--- config.mk ---
export PLATFORM = sky130hd
export DESIGN_NAME = binary_blob_centroid_unit
export DESIGN_NICKNAME = d
export VERILOG_FILES = /design/src/bbc_pkg.sv /design/src/binary_blob_centroid_unit.sv /design/src/bbc_ctrl.sv /design/src/bbc_datapath.sv
export SDC_FILE = /design/constraint.sdc
export NUM_CORES = 1
export LEC_CHECK = 0
export ABC_CLOCK_PERIOD_IN_PS = 11550
export BUFFER_PORTS_ARGS = -buffer_cell sky130_fd_sc_hd__buf_4
export CORE_ASPECT_RATIO = 1.1
export CORE_MARGIN = 4
export CORE_UTILIZATION = 44
export DETAILED_ROUTE_END_ITERATION = 10
export GPL_ROUTABILITY_DRIVEN = 0
export GPL_TIMING_DRIVEN = 1
export PLACE_DENSITY = 0.58
export SYNTH_ARGS = -nofsm -noshare
export SYNTH_HDL_FRONTEND = slang
export SYNTH_SLANG_ARGS = --single-unit
--- constraint.sdc ---
create_clock -name aclk -period 11.55 [get_ports aclk]
set_input_delay 1.7325 -clock aclk [delete_from_list [all_inputs] [get_ports aclk]]
set_output_delay 1.7325 -clock aclk [all_outputs]
set_load 0.02 [all_outputs]
--- src/bbc_pkg.sv ---
// Shared constants, types and command/status structs of the blob centroid unit.
`timescale 1ns / 1ps
`default_nettype none

package bbc_pkg;

    // Default size limits of the frame counters
    localparam int DEF_MAX_WIDTH  = 1024;
    localparam int DEF_MAX_HEIGHT = 1024;

    // Fixed field widths
    localparam int PIX_W       = 8;
    localparam int CFG_W       = 11;
    localparam int CFG_ADDR_W  = 1;
    localparam int OUT_W       = 10;
    localparam int IN_TDATA_W  = 8;
    localparam int OUT_TDATA_W = 24;
    localparam int OUT_PAD_W   = OUT_TDATA_W - 1 - 2 * OUT_W;

    // Register indexes
    localparam logic [CFG_ADDR_W-1:0] REG_FRAME_WIDTH  = 1'd0;
    localparam logic [CFG_ADDR_W-1:0] REG_FRAME_HEIGHT = 1'd1;

    // Register reset values
    localparam logic [CFG_W-1:0] RST_FRAME_WIDTH  = 11'd640;
    localparam logic [CFG_W-1:0] RST_FRAME_HEIGHT = 11'd480;

    typedef enum logic [1:0] {
        ST_ACCUM,
        ST_DIVIDE,
        ST_LOAD
    } ctrl_state_t;

    typedef struct packed {
        logic pix_en;     // pixel beat taken this cycle
        logic div_start;  // last pixel of frame: snapshot sums into divider
        logic div_step;   // one quotient bit per cycle
        logic out_load;   // move quotients into output register
    } ctrl_cmd_t;

    typedef struct packed {
        logic frame_last; // current position is the last pixel of the frame
        logic div_last;   // divider is on its final step
        logic out_free;   // output register can take a result this cycle
    } dp_status_t;

endpackage

`default_nettype wire

--- src/binary_blob_centroid_unit.sv ---
// Top level of the binary blob centroid unit.
`timescale 1ns / 1ps
`default_nettype none

// Takes one 8-bit pixel per beat in raster order and, after the last pixel
// of each frame, returns one beat with a found flag and the truncated mean
// column and row of all nonzero pixels (both zero when none was set). Within
// a frame a pixel is taken every clock. After the last pixel the input
// pauses for the divider, one quotient bit per cycle, then for the load of
// the result register, which waits until the output register is free.
// Writing either size register restarts the frame; a size of zero counts
// as one and a size above the limit is clipped to it.
module binary_blob_centroid_unit #(
    parameter int MAX_WIDTH  = bbc_pkg::DEF_MAX_WIDTH,
    parameter int MAX_HEIGHT = bbc_pkg::DEF_MAX_HEIGHT
) (
    input  wire logic                            aclk,
    input  wire logic                            aresetn,
    input  wire logic                            cfg_we,
    input  wire logic [bbc_pkg::CFG_ADDR_W-1:0]  cfg_addr,
    input  wire logic [bbc_pkg::CFG_W-1:0]       cfg_wdata,
    input  wire logic                            s_tvalid,
    output logic                                 s_tready,
    input  wire logic [bbc_pkg::IN_TDATA_W-1:0]  s_tdata,  // [7:0] pixel_value
    output logic                                 m_tvalid,
    input  wire logic                            m_tready,
    output logic [bbc_pkg::OUT_TDATA_W-1:0]      m_tdata   // [0] found, [10:1] centroid_x,
                                                           // [20:11] centroid_y
);
    import bbc_pkg::*;

    ctrl_cmd_t  cmd;
    dp_status_t status;

    bbc_ctrl u_ctrl (
        .aclk     (aclk),
        .aresetn  (aresetn),
        .s_tvalid (s_tvalid),
        .s_tready (s_tready),
        .status   (status),
        .cmd      (cmd)
    );

    bbc_datapath #(
        .MAX_WIDTH  (MAX_WIDTH),
        .MAX_HEIGHT (MAX_HEIGHT)
    ) u_datapath (
        .aclk      (aclk),
        .aresetn   (aresetn),
        .cfg_we    (cfg_we),
        .cfg_addr  (cfg_addr),
        .cfg_wdata (cfg_wdata),
        .s_tdata   (s_tdata),
        .m_tvalid  (m_tvalid),
        .m_tready  (m_tready),
        .m_tdata   (m_tdata),
        .cmd       (cmd),
        .status    (status)
    );

endmodule

`default_nettype wire

--- src/bbc_ctrl.sv ---
// Sequencer of the blob centroid unit: pixel accumulation, division, result load.
`timescale 1ns / 1ps
`default_nettype none

module bbc_ctrl (
    input  wire logic               aclk,
    input  wire logic               aresetn,
    input  wire logic               s_tvalid,
    output logic                    s_tready,
    input  wire bbc_pkg::dp_status_t status,
    output bbc_pkg::ctrl_cmd_t      cmd
);
    import bbc_pkg::*;

    ctrl_state_t state_reg;
    ctrl_state_t state_next;

    always_ff @(posedge aclk) begin
        if (!aresetn) begin
            state_reg <= ST_ACCUM;
        end else begin
            state_reg <= state_next;
        end
    end

    always_comb begin
        state_next = state_reg;
        unique case (state_reg)
            ST_ACCUM: begin
                if (s_tvalid && status.frame_last) begin
                    state_next = ST_DIVIDE;
                end
            end
            ST_DIVIDE: begin
                if (status.div_last) begin
                    state_next = ST_LOAD;
                end
            end
            ST_LOAD: begin
                if (status.out_free) begin
                    state_next = ST_ACCUM;
                end
            end
            default: begin
                state_next = ST_ACCUM;
            end
        endcase
    end

    always_comb begin
        s_tready       = 1'b0;
        cmd            = '0;
        unique case (state_reg)
            ST_ACCUM: begin
                s_tready      = 1'b1;
                cmd.pix_en    = s_tvalid;
                cmd.div_start = s_tvalid && status.frame_last;
            end
            ST_DIVIDE: begin
                cmd.div_step = 1'b1;
            end
            ST_LOAD: begin
                cmd.out_load = status.out_free;
            end
            default: begin
                s_tready = 1'b0;
            end
        endcase
    end

`ifndef ASSERT_OFF
    // A frame ends only on a taken pixel, and the divider runs right after.
    a_start_enters_divide: assert property (@(posedge aclk) disable iff (!aresetn)
        cmd.div_start |=> state_reg == ST_DIVIDE)
        else $error("divider start did not enter divide state");

    // No pixel is taken while a division or a result load is pending.
    a_no_pixel_while_busy: assert property (@(posedge aclk) disable iff (!aresetn)
        (state_reg == ST_DIVIDE || state_reg == ST_LOAD) |-> !cmd.pix_en)
        else $error("pixel taken while division pending");

    // Result load happens once per division.
    a_load_once: assert property (@(posedge aclk) disable iff (!aresetn)
        cmd.out_load |=> !cmd.out_load)
        else $error("result loaded twice");
`endif

endmodule

`default_nettype wire

--- src/bbc_datapath.sv ---
// Position counters, coordinate sums, restoring divider and output register.
`timescale 1ns / 1ps
`default_nettype none

module bbc_datapath #(
    parameter int MAX_WIDTH  = bbc_pkg::DEF_MAX_WIDTH,
    parameter int MAX_HEIGHT = bbc_pkg::DEF_MAX_HEIGHT
) (
    input  wire logic                                aclk,
    input  wire logic                                aresetn,
    input  wire logic                                cfg_we,
    input  wire logic [bbc_pkg::CFG_ADDR_W-1:0]      cfg_addr,
    input  wire logic [bbc_pkg::CFG_W-1:0]           cfg_wdata,
    input  wire logic [bbc_pkg::IN_TDATA_W-1:0]      s_tdata,
    output logic                                     m_tvalid,
    input  wire logic                                m_tready,
    output logic [bbc_pkg::OUT_TDATA_W-1:0]          m_tdata,
    input  wire bbc_pkg::ctrl_cmd_t                  cmd,
    output bbc_pkg::dp_status_t                      status
);
    import bbc_pkg::*;

    localparam int COL_W  = $clog2(MAX_WIDTH);
    localparam int ROW_W  = $clog2(MAX_HEIGHT);
    localparam int CNT_W  = $clog2(MAX_WIDTH * MAX_HEIGHT + 1);
    localparam int DQ_W   = (COL_W > ROW_W) ? COL_W : ROW_W;
    localparam int SUM_W  = DQ_W + CNT_W;
    localparam int STEP_W = (DQ_W > 1) ? $clog2(DQ_W) : 1;
    localparam int WLIM_W = ($clog2(MAX_WIDTH + 1) > CFG_W) ? $clog2(MAX_WIDTH + 1) : CFG_W;
    localparam int HLIM_W = ($clog2(MAX_HEIGHT + 1) > CFG_W) ? $clog2(MAX_HEIGHT + 1) : CFG_W;

    // Configuration
    logic [CFG_W-1:0] fw_reg, fw_next;
    logic [CFG_W-1:0] fh_reg, fh_next;
    logic             cfg_hit;

    // Frame accumulation
    logic [COL_W-1:0] col_reg, col_next;
    logic [ROW_W-1:0] row_reg, row_next;
    logic [SUM_W-1:0] xsum_reg, xsum_next, xsum_add;
    logic [SUM_W-1:0] ysum_reg, ysum_next, ysum_add;
    logic [CNT_W-1:0] cnt_reg, cnt_next, cnt_add;
    logic [COL_W-1:0] last_col;
    logic [ROW_W-1:0] last_row;
    logic             pix_set;
    logic             col_last;

    // Divider
    logic [SUM_W-1:0]  remx_reg, remx_next;
    logic [SUM_W-1:0]  remy_reg, remy_next;
    logic [SUM_W-1:0]  den_reg, den_next;
    logic [DQ_W-1:0]   qx_reg, qx_next;
    logic [DQ_W-1:0]   qy_reg, qy_next;
    logic              nz_reg, nz_next;
    logic [STEP_W-1:0] step_reg, step_next;
    logic              x_ge, y_ge;

    // Output register
    logic                   mvalid_reg, mvalid_next;
    logic [OUT_TDATA_W-1:0] mdata_reg, mdata_next;
    logic [OUT_W-1:0]       cx, cy;

    // Frame size, zero taken as one and oversize clipped to the limit
    always_comb begin
        if (fw_reg == '0) begin
            last_col = '0;
        end else if (WLIM_W'(fw_reg) > WLIM_W'(MAX_WIDTH)) begin
            last_col = COL_W'(MAX_WIDTH - 1);
        end else begin
            last_col = COL_W'(fw_reg - 1'b1);
        end
        if (fh_reg == '0) begin
            last_row = '0;
        end else if (HLIM_W'(fh_reg) > HLIM_W'(MAX_HEIGHT)) begin
            last_row = ROW_W'(MAX_HEIGHT - 1);
        end else begin
            last_row = ROW_W'(fh_reg - 1'b1);
        end
    end

    assign cfg_hit  = cfg_we && (cfg_addr == REG_FRAME_WIDTH || cfg_addr == REG_FRAME_HEIGHT);
    assign pix_set  = s_tdata[PIX_W-1:0] != '0;
    assign col_last = col_reg == last_col;

    assign status.frame_last = col_last && (row_reg == last_row);
    assign status.div_last   = step_reg == '0;
    assign status.out_free   = !mvalid_reg || m_tready;

    always_comb begin
        fw_next = fw_reg;
        fh_next = fh_reg;
        if (cfg_we && cfg_addr == REG_FRAME_WIDTH) begin
            fw_next = cfg_wdata;
        end
        if (cfg_we && cfg_addr == REG_FRAME_HEIGHT) begin
            fh_next = cfg_wdata;
        end
    end

    // Sums including the current pixel
    always_comb begin
        xsum_add = xsum_reg;
        ysum_add = ysum_reg;
        cnt_add  = cnt_reg;
        if (pix_set) begin
            xsum_add = xsum_reg + SUM_W'(col_reg);
            ysum_add = ysum_reg + SUM_W'(row_reg);
            cnt_add  = cnt_reg + 1'b1;
        end
    end

    always_comb begin
        col_next  = col_reg;
        row_next  = row_reg;
        xsum_next = xsum_reg;
        ysum_next = ysum_reg;
        cnt_next  = cnt_reg;
        priority if (cfg_hit || cmd.div_start) begin
            col_next  = '0;
            row_next  = '0;
            xsum_next = '0;
            ysum_next = '0;
            cnt_next  = '0;
        end else if (cmd.pix_en) begin
            xsum_next = xsum_add;
            ysum_next = ysum_add;
            cnt_next  = cnt_add;
            if (col_last) begin
                col_next = '0;
                row_next = row_reg + 1'b1;
            end else begin
                col_next = col_reg + 1'b1;
            end
        end
    end

    // Restoring division; the quotient fits DQ_W bits, so the divisor
    // starts shifted up by DQ_W-1 and walks down one bit per step.
    assign x_ge = remx_reg >= den_reg;
    assign y_ge = remy_reg >= den_reg;

    always_comb begin
        remx_next = remx_reg;
        remy_next = remy_reg;
        den_next  = den_reg;
        qx_next   = qx_reg;
        qy_next   = qy_reg;
        nz_next   = nz_reg;
        step_next = step_reg;
        priority if (cmd.div_start) begin
            remx_next = xsum_add;
            remy_next = ysum_add;
            den_next  = SUM_W'(cnt_add) << (DQ_W - 1);
            qx_next   = '0;
            qy_next   = '0;
            nz_next   = cnt_add != '0;
            step_next = STEP_W'(DQ_W - 1);
        end else if (cmd.div_step) begin
            if (x_ge) begin
                remx_next = remx_reg - den_reg;
            end
            if (y_ge) begin
                remy_next = remy_reg - den_reg;
            end
            qx_next   = (qx_reg << 1) | DQ_W'(x_ge);
            qy_next   = (qy_reg << 1) | DQ_W'(y_ge);
            den_next  = den_reg >> 1;
            step_next = step_reg - 1'b1;
        end
    end

    assign cx = nz_reg ? OUT_W'(qx_reg) : '0;
    assign cy = nz_reg ? OUT_W'(qy_reg) : '0;

    always_comb begin
        mvalid_next = mvalid_reg;
        mdata_next  = mdata_reg;
        if (cmd.out_load) begin
            mvalid_next = 1'b1;
            mdata_next  = {{OUT_PAD_W{1'b0}}, cy, cx, nz_reg};
        end else if (m_tready) begin
            mvalid_next = 1'b0;
        end
    end

    always_ff @(posedge aclk) begin
        if (!aresetn) begin
            fw_reg     <= RST_FRAME_WIDTH;
            fh_reg     <= RST_FRAME_HEIGHT;
            col_reg    <= '0;
            row_reg    <= '0;
            xsum_reg   <= '0;
            ysum_reg   <= '0;
            cnt_reg    <= '0;
            step_reg   <= '0;
            mvalid_reg <= 1'b0;
        end else begin
            fw_reg     <= fw_next;
            fh_reg     <= fh_next;
            col_reg    <= col_next;
            row_reg    <= row_next;
            xsum_reg   <= xsum_next;
            ysum_reg   <= ysum_next;
            cnt_reg    <= cnt_next;
            step_reg   <= step_next;
            mvalid_reg <= mvalid_next;
        end
    end

    always_ff @(posedge aclk) begin
        remx_reg  <= remx_next;
        remy_reg  <= remy_next;
        den_reg   <= den_next;
        qx_reg    <= qx_next;
        qy_reg    <= qy_next;
        nz_reg    <= nz_next;
        mdata_reg <= mdata_next;
    end

    assign m_tvalid = mvalid_reg;
    assign m_tdata  = mdata_reg;

`ifndef ASSERT_OFF
    a_col_in_frame: assert property (@(posedge aclk) disable iff (!aresetn)
        col_reg <= last_col)
        else $error("column counter past end of row");

    a_row_in_frame: assert property (@(posedge aclk) disable iff (!aresetn)
        row_reg <= last_row)
        else $error("row counter past end of frame");

    a_load_into_free: assert property (@(posedge aclk) disable iff (!aresetn)
        cmd.out_load |-> (!mvalid_reg || m_tready))
        else $error("result loaded over an untaken beat");

    a_empty_is_zero: assert property (@(posedge aclk) disable iff (!aresetn)
        (mvalid_reg && !mdata_reg[0]) |-> (mdata_reg[2*OUT_W:1] == '0))
        else $error("empty frame with nonzero centroid");
`endif

endmodule

`default_nettype wire

==> impl_metrics.csv, run 1 <==
group,metric,value,unit
timing,slew_headroom,0.224,
routing,route.final.wire_length,43.6,mm
clocking,cts_tree,"done",
global_routing,antenna_found_initial,0,
routing,wl_per_cell,17.1,µm
clocking,cts_hold_buffers,0,
global_routing,grt_max_degree,83,
cells_and_area,final_common_cell,"nand2_1",
clocking,cts_made_buffers,31,
clocking,cts_num_sinks,266,
logic_synthesis,async_flop_share,0,
cells_and_area,drive_gt1_frac,0.0741,
clocking,clk_path_buf_depth,3,
timing,rsz0062_at_grt,"false",
clocking,clock_latency,0.58,ns
routing,postRouteAntennaNets,0,
logic_synthesis,synth_cell_type_count,82,
critical_path,cp.arrival,6.20,ns
logic_synthesis,synthesis.area,17100,µm²
hold_path,hold_path_class,"reg2reg",
outcome,outcome,"finished clean",
critical_path,cp_max_fo,82,
logic_synthesis,synth.yosys.seq_area_share,0.374,
critical_path,cp.required,11.97,ns
timing,period_minus_slack,5.77,ns
power_and_ir_drop,total_leakage_power,0.00700,µW
cells_and_area,fin_util,0.491,
routing,first_pass_iters,5,
clocking,h-tree-depth,1,
floorplanning,die_h,215,µm
timing,setup_viol,0,
routing,drc,0,
global_routing,grt_usage,0.202,
clocking,root_buffer,"clkbuf_16",
timing,hold_viol_final,0,
cells_and_area,syn2layout_area_growth,9.99,%
floorplanning,die_w,196,µm
cells_and_area,diodes,0,
critical_path,crit_type,"reg2reg",
placement,dp_hpwl,31.4,mm
logic_synthesis,synth.avg_cell_area,8.37,µm²
clocking,postCtsResizedCells,0,
timing,finalCritPeriodShare,0.500,
logic_synthesis,synth.ff_latch_count,266,
global_routing,grt_use_met1,0.258,
run,drv_cap,0,
logic_synthesis,syn_inst,2038,
cells_and_area,final_cell_mix,"nand2_1, nor2_1, dfxtp_1",
timing,max_freq,173,MHz
floorplanning,ioPinCount,51,
clocking,cts.clk_slew.worst_paths,0.06,ns
routing,vias,14200,
timing,worst_pin_slew,1.15,ns
logic_synthesis,synthFlopType,"dfxtp_1",
power_and_ir_drop,vdd_drop_max,105,µV
routing,viasPerCell,5.57,
global_routing,grt_pass1_vias,13800,
floorplanning,dieArea,42000,µm²
floorplanning,start_util,0.447,
floorplanning,core,38200,µm²
timing,fin_tns_setup,0,ns
global_routing,grt_use_met2,0.351,
global_routing,grt_pass1_wl,70.7,mm
timing,final_max_slew_viol_count,0,
timing,skew,0.0155,ns
power_and_ir_drop,total_power,2150,µW
global_routing,overflow,0,
logic_synthesis,synth-edff-count,105,
routing,drt_iter0_drc,913,
floorplanning,std_cell_rows,75,
critical_path,start_kind,"flop",
cells_and_area,layout.nets,2140,
global_routing,grt-busiest-layer,"met2",
power_and_ir_drop,cellPowerDensity,114,nW/µm²
logic_synthesis,yosysWarnings,0,
critical_path,endpoint_kind,"flop",
placement,port_buffers,47,
global_routing,grtUsageMet3,0.0280,
clocking,cts_setup_buffers,0,
## final timing paths
check,cells after the start,startpoint,slack (ns),to
min,2,u_datapath.qx_reg[9]$_SDFFE_PP0P_,0.46,u_datapath.qx_reg[9]$_SDFFE_PP0P_
max reg2reg,12,u_datapath.fw_reg[0]$_SDFFE_PN0P_,5.78,u_datapath.cnt_reg[0]$_SDFFE_PP0P_
max,12,u_datapath.fw_reg[0]$_SDFFE_PN0P_,5.78,u_datapath.cnt_reg[0]$_SDFFE_PP0P_
min reg2reg,2,u_datapath.qx_reg[9]$_SDFFE_PP0P_,0.46,u_datapath.qx_reg[9]$_SDFFE_PP0P_
## power by group
| group | switching, µW | internal, µW |
|---|---|---|
| combinational | 101 | 72.3 |
| clock | 404 | 559 |
| sequential | 18.9 | 991 |
| total | 524 | 1620 |
## cells in the mapped netlist, drive strengths merged (67+ instances only)
| master | instances | area, µm² |
|---|---|---|
| nand2 | 271 | 1020 |
| nor2 | 200 | 751 |
| dfxtp | 161 | 3220 |
| xnor2 | 142 | 1240 |
| a21oi | 125 | 626 |
| edfxtp | 105 | 3150 |
| o21ai | 105 | 526 |
| clkbuf | 89 | 334 |
| ha | 86 | 1080 |
| inv | 80 | 300 |
| xor2 | 79 | 692 |
| nand3 | 67 | 335 |
## kinds of logic (layout without fill, tap and decap cells)
kind of cell               Yosys count  count (layout)  share of synthesized area
buffers and inverters              190             200                     0.0438
and+or+nand+nor                    808             808                      0.224
DFF                                266             266                      0.374
muxes                               29              29                     0.0177
AOI/OAI and AO/OA                  432             432                      0.159
other                                1               3                   0.000220
xor gates and xnor gates           221             221                      0.113
adders and majority gates           91              91                     0.0683
## worst max-delay path, cell delays in order (launching register included)
cell	delay, ns
dfxtp_1	0.38
inv_1	0.10
ha_1	0.21
nor4b_1	0.94
o21ai_0	0.28
and3_1	0.27
a211o_1	0.22
nor4_1	0.26
nand4_1	0.55
nand4bb_4	0.77
nand3b_1	0.62
buf_4	0.84
nor2_1	0.13
## cell type report
class                           instances  area [µm²]
Clock inverter                         13         110
Multi-Input combinational cell       1584       10000
Timing Repair Buffer                   62         465
Clock buffer                           45         890
Fill cell                            3658       19400
Tap cell                              500         626
Inverter                               80         300
Sequential cell                       266        6380
## metrics by stage
stage | instance area (µm²) | worst slack, ns | hold WS [ns] | instances
3_5_place_dp | 17800 | 5.75 | 0.452 | 2492
5_1_grt | 18800 | 5.25 | 0.483 | 2550
3_3_place_gp | 17800 | 6.06 | 0.442 | 2492
2_1_floorplan | 17100 | 7.24 | 0.432 | 2040
4_1_cts | 18800 | 5.74 | 0.460 | 2550
6_report | 18800 | 5.78 | 0.457 | 2550
## layer usage
layer | wire (µm) | up-vias
met4 | 1360 | 0
li1 | - | 7168
met5 | 0 | -
met1 | 19400 | 6622
met2 | 20900 | 321
met3 | 2030 | 93
(Power assumes the default switching activity.)
==> inputs of run 2 (changes only) <==
- ABC_CLOCK_PERIOD_IN_PS: 11550 -> 5300
- PLACE_DENSITY: 0.58 -> 0.6
- clock period: 11.55 -> 5.3 ns (I/O delays scaled with it)
==> run 2 against run 1 <==
Total power is 120% higher. Cell area is 0.59% higher. Sequential cell count stayed put. Sequential share of layout area is 0.20 points lower. First-iteration DRC count is 11% lower. Die area stayed put. Combinational power is 120% higher. Critical path type unchanged. Utilization is 0.29 points higher. Largest cell class unchanged. Critical endpoint is now u_datapath.remx_reg[29]$_DFFE_PP_. Worst setup slack worse by 4.9 ns. Clock skew is 0.017 ns higher. Sequential power is 120% higher. Hold slack worse by 0.023 ns.
==> impl_metrics.csv, run 2 (synthesized netlist as in run 1, its figures left out) <==
group,metric,value,unit
timing,hold_viol_final,0,
critical_path,crit_path_cell_trace,"inv_1 -> ha_1 -> nor4b_1 -> nand2_1 -> o41a_1 -> o311a_1 -> a2111o_1 -> or4_4 -> nor3_4 -> or2_2",
placement,dp_hpwl,31.9,mm
critical_path,path_depth,10,
power_and_ir_drop,total_power,4800,µW
run,drv_cap,0,
critical_path,slowest_delay,0.88,ns
routing,postRouteAntennaNets,0,
cells_and_area,multiInputGateArea,9990,µm²
global_routing,grt_max_degree,67,
placement,port_buffers,47,
timing,slew_headroom,0.274,
cells_and_area,final_common_cell,"nand2_1",
global_routing,grt_pass1_vias,13700,
hold_path,hold_path_class,"in2reg",
clocking,cts_setup_buffers,0,
floorplanning,std_cell_rows,75,
global_routing,antenna_found_initial,0,
cells_and_area,final_cell_mix,"nand2_1, nor2_1, dfxtp_1",
critical_path,cp.buffers_inverters,1,
routing,route.final.wire_length,43.3,mm
routing,vias,14300,
critical_path,critPathSlowestCell,"nor4b_1",
critical_path,start_kind,"flop",
routing,first_pass_iters,5,
hold_path,min_path_cells,3,
power_and_ir_drop,total_leakage_power,0.00706,µW
floorplanning,start_util,0.447,
critical_path,cp.required,5.49,ns
floorplanning,ioPinCount,51,
clocking,cts_tree,"done",
cells_and_area,ff_latch_area,6380,µm²
cells_and_area,nFillCells,3700,
timing,max_freq,225,MHz
power_and_ir_drop,cellPowerDensity,254,nW/µm²
clocking,clock_latency,0.59,ns
critical_path,rrSetupSlack,0.85,ns
timing,worst_pin_slew,1.07,ns
clocking,h-tree-depth,1,
timing,setup_viol,0,
global_routing,overflow,0,
floorplanning,core,38200,µm²
timing,skew,0.0326,ns
critical_path,endpoint_kind,"flop",
routing,viasPerCell,5.58,
critical_path,crit_type,"reg2reg",
cells_and_area,drive_gt1_frac,0.0759,
critical_path,cp_max_fo,31,
cells_and_area,syn2layout_area_growth,10.6,%
global_routing,grt_pass1_wl,69.9,mm
floorplanning,die_h,215,µm
clocking,cts_num_sinks,266,
clocking,postCtsResizedCells,0,
cells_and_area,layout.nets,2145,
critical_path,cp.arrival,4.64,ns
timing,final_max_slew_viol_count,0,
critical_path,reg2regPathDepth,10,
power_and_ir_drop,vdd_drop_max,258,µV
outcome,outcome,"finished clean",
floorplanning,dieArea,42000,µm²
critical_path,path_delay_family,"simple AND/OR/NAND/NOR gates",
routing,drt_iter0_drc,816,
global_routing,grt_usage,0.199,
clocking,root_buffer,"clkbuf_16",
timing,rsz0062_at_grt,"false",
clocking,cts_made_buffers,31,
clocking,clk_path_buf_depth,3,
timing,finalCritPeriodShare,0.839,
timing,fin_tns_setup,0,ns
routing,wl_per_cell,16.9,µm
clocking,cts.clk_slew.worst_paths,0.06,ns
timing,period_minus_slack,4.45,ns
floorplanning,die_w,196,µm
routing,drc,0,
clocking,cts_hold_buffers,0,
[run 2: cell types whose count changed in the layout (fill, tap and decap cells not counted)]
cell / before / now
nor4b_2: 1 / 0
bufinv_16: 1 / 4
inv_4: 2 / 0
diode_2: 0 / 1
buf_4: 62 / 66
inv_6: 3 / 1
nor4b_1: 2 / 3
clkinv_1: 0 / 3
clkbuf_16: 32 / 31
inv_16: 0 / 1
clkinv_4: 1 / 2
clkbuf_1: 9 / 6
buf_12: 0 / 1
[run 2: layout make-up]
| type | count | share of cell area |
|---|---|---|
| multi-input cells | 1584 | 0.529 |
| well taps | 500 | 0.0331 |
| flip-flops and latches | 266 | 0.338 |
| diodes | 1 | 0.000133 |
| repair buffers | 67 | 0.0273 |
| inverters | 80 | 0.0159 |
| clock buffers | 41 | 0.0452 |
| clock inverters | 17 | 0.0111 |
[run 2: final timing paths]
check | start | to
hold / removal | cfg_wdata[7] | u_datapath.fh_reg[7]$_SDFFE_PN1P_
hold reg to reg | u_datapath.qx_reg[9]$_SDFFE_PP0P_ | u_datapath.qx_reg[9]$_SDFFE_PP0P_
setup reg to reg | u_datapath.fw_reg[0]$_SDFFE_PN0P_ | u_datapath.remx_reg[29]$_DFFE_PP_
setup / recovery | u_datapath.fw_reg[0]$_SDFFE_PN0P_ | u_datapath.remx_reg[29]$_DFFE_PP_
[run 2: report_power, final]
group          internal (µW)  total, µW  switching, µW
sequential              2160       2200           40.5
combinational            159        380            221
clock                   1330       2220            886
[run 2: routing by layer]
metal	GRT usage	up-vias	routed length [µm]
li1	-	7181	-
met1	0.254	6694	19000
met2	0.342	300	20600
met3	0.0284	95	2050
met4	0.0745	0	1640
met5	0	-	0
[run 2: tightest hold or removal path, stage by stage]
cell and delay (ns):
buf_4 0.09, nand2_1 0.05, nand3_1 0.07
[run 2: stage by stage]
step | setup slack [ns] | util | area (µm²) | cells | hold slack [ns]
finish | 0.851 | 0.494 | 18900 | 2556 | 0.434
global route | 0.592 | 0.494 | 18900 | 2555 | 0.407
global placement | 1.09 | 0.466 | 17800 | 2497 | 0.438
detailed placement | 0.890 | 0.466 | 17800 | 2497 | 0.451
floorplan | 0.990 | - | 17100 | 2040 | 0.432
CTS | 0.861 | 0.494 | 18900 | 2555 | 0.397
